## config.mk

```make
export PLATFORM = sky130hd
export DESIGN_NAME = clif_ctrl
export DESIGN_NICKNAME = d
export VERILOG_FILES = /design/src/hdl/conductance_lif_neuron_step_defines.svh /design/src/hdl/clif_pkg.sv /design/src/hdl/clif_ctrl.sv
export SDC_FILE = /design/constraint.sdc
export NUM_CORES = 1
export LEC_CHECK = 0
export ABC_AREA = 1
export BUFFER_PORTS_ARGS = -buffer_cell sky130_fd_sc_hd__buf_2
export CAP_MARGIN = 40
export CORE_AREA = 4 4 41 43
export DETAILED_ROUTE_END_ITERATION = 16
export DIE_AREA = 0 0 45 47
export GPL_ROUTABILITY_DRIVEN = 0
export MAX_ROUTING_LAYER = met4
export PLACE_DENSITY = 0.76
export SLEW_MARGIN = 20
export SYNTH_ARGS = -nofsm -noshare
export SYNTH_HDL_FRONTEND = slang
export SYNTH_SLANG_ARGS = --single-unit
```

## constraint.sdc

```tcl
create_clock -name clk_i -period 1.8 [get_ports clk_i]
set_input_delay 0.36 -clock clk_i [delete_from_list [all_inputs] [get_ports clk_i]]
set_output_delay 0.36 -clock clk_i [all_outputs]
set_load 0.02 [all_outputs]
```

## src/hdl/conductance_lif_neuron_step_defines.svh

```systemverilog
// ---------------------------------------------------------------------------
// Assertion macros for the conductance LIF neuron step block.
// They expect clk_i and rst_ni in the scope of use.
// ---------------------------------------------------------------------------
`ifndef CONDUCTANCE_LIF_NEURON_STEP_DEFINES_SVH
`define CONDUCTANCE_LIF_NEURON_STEP_DEFINES_SVH

// Generic clocked check, disabled while reset is asserted.
`define CLIF_ASSERT(lbl, prop, msg) \
  lbl: assert property (@(posedge clk_i) disable iff (!rst_ni) (prop)) else $error(msg);

// Same-cycle implication.
`define CLIF_ASSERT_IMPL(lbl, ante, cons, msg) \
  `CLIF_ASSERT(lbl, (ante) |-> (cons), msg)

// Next-cycle implication.
`define CLIF_ASSERT_NEXT(lbl, ante, cons, msg) \
  `CLIF_ASSERT(lbl, (ante) |=> (cons), msg)

`endif

```

## src/hdl/clif_pkg.sv

```systemverilog
`timescale 1ns / 1ps
// ---------------------------------------------------------------------------
// clif_pkg
// Types and constants shared by the conductance LIF neuron step block.
// ---------------------------------------------------------------------------
package clif_pkg;

  localparam int WORD_W = 40;
  localparam int FRAC_W = 24;
  localparam int GAIN_W = 25;
  localparam int REFR_W = 8;
  localparam int CFG_IDX_W = 3;

  localparam logic signed [WORD_W-1:0] WORD_MAX = {1'b0, {(WORD_W-1){1'b1}}};
  localparam logic signed [WORD_W-1:0] WORD_MIN = {1'b1, {(WORD_W-1){1'b0}}};

  localparam logic signed [WORD_W-1:0] V_REST     = WORD_W'(-60 * (2 ** FRAC_W));
  localparam logic signed [WORD_W-1:0] V_INHIB    = WORD_W'(-80 * (2 ** FRAC_W));
  localparam logic signed [WORD_W-1:0] THR_BASE   = WORD_W'(-50 * (2 ** FRAC_W));
  localparam logic signed [WORD_W-1:0] THR_SPIKE  = WORD_W'(50 * (2 ** FRAC_W));
  localparam logic signed [WORD_W-1:0] ONE_FX     = WORD_W'(2 ** FRAC_W);
  localparam logic signed [WORD_W-1:0] USE_FX     = WORD_W'(((2 ** FRAC_W) + 2) / 5);
  localparam logic [GAIN_W-1:0]        GAIN_ONE   = GAIN_W'(2 ** FRAC_W);

  // Q0.32 decay factors.
  localparam logic [31:0] K_AMPA  = 32'd4209921245;
  localparam logic [31:0] K_GABA  = 32'd4252231657;
  localparam logic [31:0] K_X     = 32'd4292820349;
  localparam logic [31:0] K_U     = 32'd4294251528;
  localparam logic [31:0] K_TRACE = 32'd4273546057;
  localparam logic [31:0] K_THR   = 32'd4085499269;

  // ceil(2^56 / 100000); exact floor division for magnitudes up to 2^39.
  localparam logic [39:0] RECIP_ACT = 40'd720575940380;

  localparam logic [GAIN_W-1:0]        EXCIT_MIX_RST = 25'd3355443;
  localparam logic signed [WORD_W-1:0] BIAS_RST      = '0;
  localparam logic [REFR_W-1:0]        REFR_TICKS_RST = 8'd10;
  localparam logic [GAIN_W-1:0]        MEMB_GAIN_RST = 25'd83886;
  localparam logic [GAIN_W-1:0]        NMDA_GAIN_RST = 25'd16777;

  typedef enum logic [1:0] {
    REQ_TICK    = 2'd0,
    REQ_EXCIT   = 2'd1,
    REQ_INHIB   = 2'd2,
    REQ_SILENCE = 2'd3
  } req_e;

  typedef enum logic [CFG_IDX_W-1:0] {
    CFG_EXCIT_MIX  = 3'd0,
    CFG_BIAS       = 3'd1,
    CFG_REFR_TICKS = 3'd2,
    CFG_MEMB_GAIN  = 3'd3,
    CFG_NMDA_GAIN  = 3'd4
  } cfg_idx_e;

  // One multiply-and-update step of a tick, in execution order.
  typedef enum logic [3:0] {
    OP_GEX_A, OP_GEX_N, OP_DRV_EX, OP_DRV_IN, OP_MEMB,
    OP_NMDA, OP_AMPA, OP_GABA, OP_THR,
    OP_STP_UX, OP_STP_UC, OP_STP_X, OP_STP_U, OP_TRACE, OP_ACT
  } op_e;

  typedef enum logic [1:0] {
    SH_FRAC,   // >> FRAC_W, rounded
    SH_K,      // >> 32, rounded
    SH_RECIP   // >> 56, truncated
  } shift_e;

  typedef enum logic [1:0] {
    MUL_IDLE, MUL_LO, MUL_HI, MUL_FIN
  } mul_phase_e;

  typedef enum logic [2:0] {
    CS_IDLE, CS_DECODE, CS_LAUNCH, CS_WAIT, CS_FINISH
  } ctrl_state_e;

  typedef struct packed {
    logic [1:0]               req_type;
    logic signed [WORD_W-1:0] weight;
  } in_item_t;

  typedef struct packed {
    logic                     spiked;
    logic signed [WORD_W-1:0] voltage;
    logic signed [WORD_W-1:0] threshold;
    logic signed [WORD_W-1:0] activity_level;
    logic signed [WORD_W-1:0] spike_trace;
    logic signed [WORD_W-1:0] stp_resource;
    logic signed [WORD_W-1:0] stp_use;
  } out_item_t;

  typedef struct packed {
    logic capture;
    logic apply;
    logic refr_dec;
    logic start;
    logic commit;
    op_e  op;
  } ctrl_cmd_t;

  typedef struct packed {
    req_e req;
    logic silenced;
    logic refr_zero;
    logic mul_done;
  } dp_status_t;

endpackage

```

## src/hdl/clif_ctrl.sv

```systemverilog
`timescale 1ns / 1ps
// ---------------------------------------------------------------------------
// clif_ctrl
// Sequencer: takes a transaction, steps through the multiply steps of a tick
// and hands the result to the output register.
// ---------------------------------------------------------------------------
module clif_ctrl (
  input  logic                 clk_i,
  input  logic                 rst_ni,
  input  logic                 in_valid_i,
  output logic                 in_ready_o,
  input  logic                 out_hold_i,
  output logic                 load_out_o,
  input  clif_pkg::dp_status_t status_i,
  output clif_pkg::ctrl_cmd_t  cmd_o
);

  clif_pkg::ctrl_state_e state_q, state_d;
  clif_pkg::op_e         op_q, op_d;

  always_ff @(posedge clk_i or negedge rst_ni) begin
    if (!rst_ni) begin
      state_q <= clif_pkg::CS_IDLE;
      op_q    <= clif_pkg::OP_GEX_A;
    end else begin
      state_q <= state_d;
      op_q    <= op_d;
    end
  end

  always_comb begin
    state_d    = state_q;
    op_d       = op_q;
    in_ready_o = 1'b0;
    load_out_o = 1'b0;
    cmd_o      = '0;
    cmd_o.op   = op_q;
    case (state_q)
      clif_pkg::CS_IDLE: begin
        in_ready_o = 1'b1;
        if (in_valid_i) begin
          cmd_o.capture = 1'b1;
          state_d       = clif_pkg::CS_DECODE;
        end
      end
      clif_pkg::CS_DECODE: begin
        if (status_i.req == clif_pkg::REQ_TICK) begin
          if (status_i.silenced) begin
            state_d = clif_pkg::CS_FINISH;
          end else if (status_i.refr_zero) begin
            op_d    = clif_pkg::OP_GEX_A;
            state_d = clif_pkg::CS_LAUNCH;
          end else begin
            // Refractory: skip integration and go straight to the decays.
            cmd_o.refr_dec = 1'b1;
            op_d           = clif_pkg::OP_NMDA;
            state_d        = clif_pkg::CS_LAUNCH;
          end
        end else begin
          cmd_o.apply = 1'b1;
          state_d     = clif_pkg::CS_FINISH;
        end
      end
      clif_pkg::CS_LAUNCH: begin
        cmd_o.start = 1'b1;
        state_d     = clif_pkg::CS_WAIT;
      end
      clif_pkg::CS_WAIT: begin
        if (status_i.mul_done) begin
          cmd_o.commit = 1'b1;
          if (op_q == clif_pkg::OP_ACT) begin
            state_d = clif_pkg::CS_FINISH;
          end else begin
            op_d    = clif_pkg::op_e'(op_q + 1'b1);
            state_d = clif_pkg::CS_LAUNCH;
          end
        end
      end
      clif_pkg::CS_FINISH: begin
        if (!out_hold_i) begin
          load_out_o = 1'b1;
          state_d    = clif_pkg::CS_IDLE;
        end
      end
      default: state_d = clif_pkg::CS_IDLE;
    endcase
  end

endmodule

```

### Word-level counts from Yosys, hierarchy flattened

Index checks and enable logic that the tools add are counted.

| storage, ports and cells | value |
|---|---|
| logic and storage cells | 45 |
| latch bits | 0 |
| memories | 0 |
| register bits after elaboration | 7 |
| ROM bits | 0 |
| bits of input ports | 9 |
| memory bits (writable) | 0 |

| operators by class | value |
|---|---|
| magnitude comparators | 0 |
| reduce and logical (&&, ||, !) cells | 5 |
| equality and inequality tests | 11 |
| multipliers | 0 |
| shift operators | 0 |
| $add $sub $neg | 1 |
| bitwise logic cells | 0 |
| divide/modulo/power cells | 0 |
| multiplexer cells | 26 |

Operators by type and width:

| operator | number |
|---|---|
| 3-bit two-way mux | 7 |
| 4-bit two-way mux | 4 |
| 3-bit case mux with 5 select lines | 1 |
| 1-bit two-way mux | 12 |
| 2-bit inequality test, second input constant | 6 |
| 4-bit case mux with 2 select lines | 1 |
| 3-bit by 2-bit == test with 1-bit output, second input constant | 2 |
| 5-bit AND reduction | 1 |
| 4-bit by 1-bit adder with 4-bit output, second input constant | 1 |
| 4-bit == test, second input constant | 1 |
| 3-bit by 1-bit == test with 1-bit output, second input constant | 1 |
| 3-bit == test, second input constant | 1 |
| 3-bit zero test | 1 |
| 3-bit AND reduction | 1 |
| 2-bit zero test | 1 |
| 2-bit two-way mux | 1 |
| 2-bit nonzero test | 1 |

### Longest topological paths before layout

| logic depth | value |
|---|---|
| word-level depth | 4 |
| mapped depth | 8 |
| gate-level depth less buffers | 8 |

### Least setup slack after synthesis

No wires, ideal clock.

| path | value |
|---|---|
| path kind | reg-to-output |
| start | reg state_q[2] |
| end | out cmd_o[8] (netlist name) |
| setup slack | 0.293 ns |
| data arrival time | 1.147 ns |
| required time | 1.440 ns |
| cell stages (with the launch flop) | 4 |
| cell sequence | dfrtp_1 > nor2_1 > inv_1 > nor3_1 |

RTL lines:

| item | RTL line | text |
|---|---|---|
| start: declaration | clif_ctrl.sv:18 | `clif_pkg::ctrl_state_e state_q, state_d;` |
| start signal: assignment | clif_ctrl.sv:23 | `state_q <= clif_pkg::CS_IDLE;` |
| start signal: assignment | clif_ctrl.sv:26 | `state_q <= state_d;` |
| end: declaration | clif_ctrl.sv:15 | `output clif_pkg::ctrl_cmd_t cmd_o` |

==> impl_metrics.toml <==
[grt]
grt_max_degree = 9
grt_pass1_wl_microns = 1820
grt_remaining_overflow = 0
first_global_vias = 485
grt_antenna_before_repair = 0
grt_usage = 0.122

[setup_path]
critical_path_required_ns = 1.44
crit_chain = "nor2_1, inv_1, nor3_1, buf_2"
rr_worst_depth = 8
rrSetupSlack_ns = 0.52
max_stage_delay_ns = 0.45
crit_fanout = 5
reg2reg_to = "op_q[1]$_DFFE_PN0P_"
crit_path_end_kind = "primary output"
critical-path-slowest-cell = "dfrtp_1"
start_kind = "flop"
crit_type = "flop to primary output"
cp.arrival_ns = 1.32
r2r-start = "op_q[0]$_DFFE_PN0P_"

[timing]
slew_violations = 0
min_period_ns = 1.68
hold_viol = 0
layout_setup_ws_ns = 0.123
worst_pin_slew_ns = 0.272
fmax_mhz = 596
setup_viol = 0
whs_ns = 0.420
setup_tns_ns = 0
skew_ns = 0.000718
max_slew_margin = 0.819
finalCritPeriodShare = 0.932
rsz0062_at_grt = "no"

[routing]
drt.antenna.violating_nets = 0
num_vias = 557
dr.pass1.iters = 4
via_per_inst = 4.42
totalWireLength_microns = 1100
wl_per_cell_microns = 8.71
drc_errors = 0
dr.first_iter.drc_count = 7

[clocking]
cts_max_path_buffers = 2
clock_latency_ns = 0.24
cts_tree = "done"
cts_num_sinks = 7
cts-htree-levels = 1
numCtsBuffers = 3
cts_root_buf = "clkbuf_4"
clkTransAtPathRegs_ns = 0.05

[min_path]
min_from = "out_hold_i"
hold_class = "input pin to flop"
worstHoldPathCells = 3
min_to = "state_q[2]$_DFFE_PN0P_"

[placement]
place_worst_setup_slack_ns = 0.380
place_hpwl_microns = 955
numPortBuffers = 19
placed_cells = 121

[floorplanning]
io_pins = 20
core-area_sq_um = 1300
die-area_sq_um = 2120
chipWidth_microns = 45
die_h_microns = 47
num_rows = 13
initial_core_util = 0.445

[final_layout]
final_common_cell = "nand2_1"
drive_gt1_frac = 0.297
final_nets = 123
finalNonFillerCells = 126
area.growth.synth_to_final_pct = 24.0
mostFrequentLayoutCells = "nand2_1 (28), buf_2 (19), inv_1 (15)"
num_antenna_cells = 0

[synthesis]
yosys.area.top_type_share = 0.302
synthCells = 88
netlist_area_sq_um = 579
synth_cell_type_count = 15
ys_seq_elements = 7
syn_area_per_cell_sq_um = 6.58
ys_warn_count = 0
synth_seq_area_share = 0.302
syn_nets = 99
netlist_top_cells_area = "dfrtp_1 (30%), nand2_1 (18%), inv_1 (9.7%)"
yosys.area.top_type = "dfrtp_1"

[pwr]
power.total_mw = 1.01
power_density_nw_per_um2 = 1410
ir_worst_vdd_v = 0.000666
p_leak_nw = 0.462

[outcome]
status = "finished, final reports clean"

[flow_run]
drv_cap = 0
[stage by stage]
step                area (sq um)  utilization
floorplan                    579            -
global placement             682        0.524
detailed placement           682        0.524
CTS                          718        0.552
global route                 718        0.552
finish                       718        0.552
[per-layer routing]
| layer | up-vias | share of wire | global-route usage |
|---|---|---|---|
| li1 | 313 | - | - |
| met1 | 237 | 0.47 | 0.149 |
| met2 | 7 | 0.49 | 0.186 |
| met3 | 0 | 0.039 | 0.0230 |
| met4 | 0 | 0 | 0.0702 |
| met5 | - | 0 | - |
[what timing repair did]
action                    4_1_cts  5_1_grt
hold endpoints to repair        7        0
hold buffers                    1        0
setup buffers                   0        0
gates resized for setup         0        0
[worst max-delay path: cells and delay by family (launching register included)]
kind	cells	cell delay, ns
AND/OR/NAND/NOR	2	0.35
flip-flops	1	0.45
buffers and inverters	2	0.28
[worst max path at each step]
| stage | to | from | slack, ns | cells past startpoint |
|---|---|---|---|---|
| 2_1_floorplan | cmd_o[8] | state_q[2]$_DFFE_PN0P_ | 0.29 | 3 |
| 3_3_place_gp | cmd_o[6] | state_q[2]$_DFFE_PN0P_ | 0.40 | 6 |
| 3_5_place_dp | cmd_o[6] | status_i[3] | 0.38 | 7 |
| 4_1_cts | cmd_o[8] | state_q[2]$_DFFE_PN0P_ | 0.11 | 4 |
| 5_1_grt | cmd_o[8] | state_q[2]$_DFFE_PN0P_ | 0.004 | 4 |
| 6_report | cmd_o[8] | state_q[2]$_DFFE_PN0P_ | 0.12 | 4 |
[sequential cells by signal (all words and copies together) (netlist names)]
| register | flops |
|---|---|
| state_q | 3 |
| op_q | 4 |
[area by class of cell]
cell class | instances | area, sq um
multi-input cells | 64 | 333
fillers | 148 | 583
flip-flops and latches | 7 | 175
inverters | 16 | 60.1
clock buffers | 4 | 26.3
repair buffers | 20 | 105
well taps | 15 | 18.8
[cell usage after synthesis]
library cell  instances
inv_2                 1
nand4_1               1
buf_6                 1
nor2_2                2
nand2_4               5
ha_1                  2
nor3_1                3
nor2_1                9
nand2_2               2
nand3_1               9
nor2_4                1
nand2_1              28
o21ai_0               2
dfrtp_1               7
inv_1                15
[where the power goes]
group,switching [mW],total [mW],internal [mW],leakage [nW]
sequential,0.108,0.331,0.223,0.0908
clock,0.0486,0.133,0.0840,0.0150
combinational,0.359,0.550,0.191,0.356
[logic make-up after synthesis]
kind of cell / after synthesis / share of synthesized area
buffers and inverters: 17 / 0.123
AO/OA/AOI/OAI: 2 / 0.0173
AND/OR/NAND/NOR: 60 / 0.514
flip-flops: 7 / 0.302
adder cells (fa/ha/maj): 2 / 0.0432
Note: power is estimated with default switching activity, not from simulation.
